**config.mk**
```make
export PLATFORM = sky130hd
export DESIGN_NAME = rti_fifo
export DESIGN_NICKNAME = d
export VERILOG_FILES = /design/src/rtl/core/rti_pkg.sv /design/src/rtl/core/rti_fifo.sv
export VERILOG_INCLUDE_DIRS = /design/src /design/src/rtl/core
export SDC_FILE = /design/constraint.sdc
export NUM_CORES = 1
export LEC_CHECK = 0
export ABC_AREA = 1
export BUFFER_PORTS_ARGS = -buffer_cell sky130_fd_sc_hd__buf_2
export CORE_ASPECT_RATIO = 0.7
export CORE_UTILIZATION = 40
export DETAILED_ROUTE_END_ITERATION = 7
export PLACE_DENSITY = 0.75
export SLEW_MARGIN = 20
export SYNTH_ARGS = -nofsm -noshare
export SYNTH_HDL_FRONTEND = slang
export SYNTH_SLANG_ARGS = --single-unit
```
**constraint.sdc**
```tcl
create_clock -name clk -period 3.22 [get_ports clk]
set_input_delay 0 -clock clk [delete_from_list [all_inputs] [get_ports clk]]
set_output_delay 0 -clock clk [all_outputs]
set_load 0.02 [all_outputs]
```
**src/rtl/core/ray_triangle_intersect_defines.svh**
```systemverilog
// Assertion macros for the ray_triangle_intersect RTL, used by rti_fifo.
`ifndef RAY_TRIANGLE_INTERSECT_DEFINES_SVH
`define RAY_TRIANGLE_INTERSECT_DEFINES_SVH

// Same-cycle implication, checked outside reset.
`define RTI_ASSERT_IMP(label, clk, rst, ante, cons, msg) \
  label: assert property (@(posedge clk) disable iff (rst) (ante) |-> (cons)) \
    else $error(msg);

// Next-cycle implication, checked outside reset.
`define RTI_ASSERT_NXT(label, clk, rst, ante, cons, msg) \
  label: assert property (@(posedge clk) disable iff (rst) (ante) |=> (cons)) \
    else $error(msg);

`endif

```
**src/rtl/core/rti_pkg.sv**
```systemverilog
`default_nettype none
package rti_pkg;

  // Tolerance register
  localparam int TOL_W = 16;
  localparam logic [TOL_W-1:0] TOL_RESET = 16'd1;

  // Configuration register indexes
  localparam int CFG_AW = 3;
  typedef enum logic [CFG_AW-1:0] {
    REG_ORIGIN_X = 3'd0,
    REG_ORIGIN_Y = 3'd1,
    REG_ORIGIN_Z = 3'd2,
    REG_DIR_X    = 3'd3,
    REG_DIR_Y    = 3'd4,
    REG_DIR_Z    = 3'd5,
    REG_TOL      = 3'd6
  } cfg_reg_t;

  // Multiplier slice: unsigned low chunks, signed top chunk, 32x32 products
  localparam int MUL_CHUNK = 31;

  // Queue between classifier and back end
  localparam int FIFO_DEPTH = 2;
  localparam int FIFO_AW = 1;

  typedef struct packed {
    logic full;
    logic empty;
  } fifo_stat_t;

endpackage
`default_nettype wire

```
**src/rtl/core/rti_fifo.sv**
```systemverilog
`default_nettype none
`include "ray_triangle_intersect_defines.svh"
// Short queue between classifier and back end.
module rti_fifo #(
  parameter int IW = 8
) (
  input  logic                clk,
  input  logic                rst,
  input  logic                push,
  input  logic [IW-1:0]       wdata,
  input  logic                pop,
  output logic [IW-1:0]       rdata,
  output rti_pkg::fifo_stat_t stat
);
  import rti_pkg::*;

  logic [IW-1:0]      mem [FIFO_DEPTH];
  logic [FIFO_AW-1:0] wp, rp;
  logic [FIFO_AW:0]   cnt, cnt_next;

  // storage
  always_ff @(posedge clk) begin
    if (push) mem[wp] <= wdata;
  end

  assign rdata = mem[rp];

  // occupancy
  always_comb begin
    cnt_next = cnt;
    case ({push, pop})
      2'b10:   cnt_next = cnt + 1'b1;
      2'b01:   cnt_next = cnt - 1'b1;
      default: cnt_next = cnt;
    endcase
  end

  always_ff @(posedge clk) begin
    if (rst) begin
      wp  <= '0;
      rp  <= '0;
      cnt <= '0;
    end else begin
      if (push) wp <= wp + 1'b1;
      if (pop) rp <= rp + 1'b1;
      cnt <= cnt_next;
    end
  end

  assign stat.full  = (cnt == (FIFO_AW+1)'(FIFO_DEPTH));
  assign stat.empty = (cnt == '0);

  `RTI_ASSERT_IMP(a_no_overflow, clk, rst, push, !stat.full, "item pushed into full queue")
  `RTI_ASSERT_IMP(a_no_underflow, clk, rst, pop, !stat.empty, "item popped from empty queue")
  `RTI_ASSERT_NXT(a_cnt_up, clk, rst, push && !pop, cnt == $past(cnt) + 1'b1, "count did not rise")
  `RTI_ASSERT_NXT(a_cnt_dn, clk, rst, pop && !push, cnt == $past(cnt) - 1'b1, "count did not fall")

endmodule
`default_nettype wire

```
==> results_dict.tcl <==
set metrics [dict create \
    status "complete, no violations" \
    ys_top_cells_by_area "edfxtp_1 (60%), dfxtp_1 (12%), mux2_2 (11%)" \
    post_drt_wl_per_cell_um 11.7 \
    viasPerCell 4.59 \
    grtUsageTotal_pct 14.4 \
    clkSlewWorstSetupHoldPaths_ns 0.11 \
    cts_resized 0 \
    wl_met3_um 90 \
    cts_buffer_depth 2 \
    dieHeight_um 39.6 \
    via_count 533 \
    max_slew.worst_pin.slew_ns 0.671 \
    fin_tns_setup_ns 0 \
    period_minus_slack_ns 1.42 \
    top_layer_used "met3" \
    worstPathMaxFanout 8 \
    io_buffers 21 \
    ys_top_cells_by_count "edfxtp_1 (16), nor2_1 (10), mux2_2 (8), inv_1 (7)" \
    antenna_cells 0 \
    synth-async-reset-ratio_pct 0 \
    clock_skew_ns 0.00255 \
    post-route-util_pct 57.5 \
    initial_core_util_pct 43.1 \
    p_leak_nw 0.452 \
    grt_max_degree 12 \
    cts_tree "done" \
    areaGrowthSynthToFinish_pct 33.2 \
    die_area_mm2 0.00220 \
    nets 108 \
    layout.cells.non_filler 116 \
    critPathKind "reg -> out" \
    syn_area_um2 807 \
    postSynthCellCount 58 \
    finalSetupViolations 0 \
    rsz0062_at_grt "false" \
    whs_ns 0.417 \
    cts_hold_buf 12 \
    core_mm2 0.00187 \
    period_share_pct 44.1 \
    routed_wl_um 1360 \
    p_per_area_mw_per_mm2 494 \
    syn-num-nets 71 \
    relSlewSlack_pct 55.1 \
    cts_root_buf "clkbuf_4" \
    clock_latency_ns 0.30 \
    dp.cells 100 \
    drv_slew 0 \
    postRouteAntennaNets 0 \
    drc 0 \
    ys_ff_latch 21 \
    peakVddDrop_mv 0.320 \
    grt_pass1_vias 491 \
    pin_count 22 \
    routabilityCongestion 0.669 \
    grt_pass1_wl_um 2180 \
    synthFlopType "edfxtp_1" \
    yosysTopAreaCellShare_pct 59.5 \
    synth-edff-count 16 \
    initialDrtViolationCount 13 \
    finalPower_w 0.000531 \
    wl_met2_um 646 \
    cts_buffers 3 \
    worstPathArrival_ns 1.42 \
    drv_cap 0 \
    post_cts_buffers 0 \
    hold_violations 0 \
    endpoint_kind "output pin" \
    ys_seq_area_share_pct 71.9 \
    fp.dieW_um 55.7 \
    wl_met1_um 619 \
    grt-ovfl-total 0 \
    fp-row-count 13 \
    synth.most_common_cell "edfxtp_1" \
    yosys.area.top_type "edfxtp_1" \
    fmax_mhz 705 \
    cts_max_level 1 \
    first_pass_iters 4 \
    hold_path.class "in -> reg" \
    cts_sinks 21 \
    drive_above_1_share_pct 34.0 \
    ys_types 13 \
    syn_avg_cell_area_um2 13.9 \
    antenna_found_initial 0 \
    required_ns 3.22 \
    ys_warn_count 0 \
    dp_hpwl_um 927 \
    worst_setup_path_start_kind "flip-flop" \
]
-- path summary, 6_finish.rpt --
path,to,slack (ns),depth (start not counted),from
min,mem[0][3]$_DFFE_PP_,0.42,2,wdata[3]
min reg2reg,cnt[1]$_SDFFE_PP0P_,0.53,2,cnt[1]$_SDFFE_PP0P_
max reg2reg,mem[0][7]$_DFFE_PP_,1.98,1,wp$_SDFFE_PP0P_
max,rdata[3],1.80,2,flip-flop
-- cell families after synthesis --
logic type	share of synthesized area (%)
compound gates	1.24
flops	71.9
simple gates	8.37
fa+ha+maj	1.55
mux	11.2
xor+xnor	1.09
buf+inv	4.65
-- area by class of cell --
type | instances | area, um^2
Inverter | 7 | 26.3
Sequential cell | 21 | 581
Fill cell | 164 | 796
Tap cell | 22 | 27.5
Timing Repair Buffer | 33 | 225
Multi-Input combinational cell | 29 | 189
Clock buffer | 4 | 26.3
-- through the flow --
step                      cell area (um^2)  worst slack [ns]
after CTS                             1070              1.78
after floorplan                        807              2.16
after global placement                 928              2.04
after detailed placement               928              1.99
final                                 1070              1.80
after global routing                  1070              1.72
-- where the power goes --
part	leakage (nW)	internal [W]	switching (W)	total, W
combinational	0.245	0.0000420	0.0000457	0.0000877
clock	0.0150	0.0000483	0.0000746	0.000123
sequential	0.192	0.000310	0.0000110	0.000321
total	0.452	0.000400	0.000131	0.000531
-- worst max-delay path: stages (launching register included) --
cell,delay (ns)
dfxtp_1,0.57
mux2_2,0.39
buf_2,0.16
-- state kept, by name (all words and copies together) (netlist names), named ones only --
| name | count |
|---|---|
| cnt | 2 |
| mem | 16 |
| rp | 1 |
| wp | 1 |
-- layout by cell type (no fill, tap or decap), drive strengths merged, types with 4 or more instances in the layout --
cell type / n
edfxtp: 16
mux2: 8
buf: 21
nand2: 5
dlygate4sd3: 12
clkbuf: 4
inv: 7
dfxtp: 5
nor2: 10
-- metal layers --
metal,global-route usage (%),up-vias
met3,6.93,0
li1,-,268
met4,1.88,0
met5,0,-
met2,25.9,17
met1,16.3,248
Note: power is estimated with default switching activity, not from simulation.
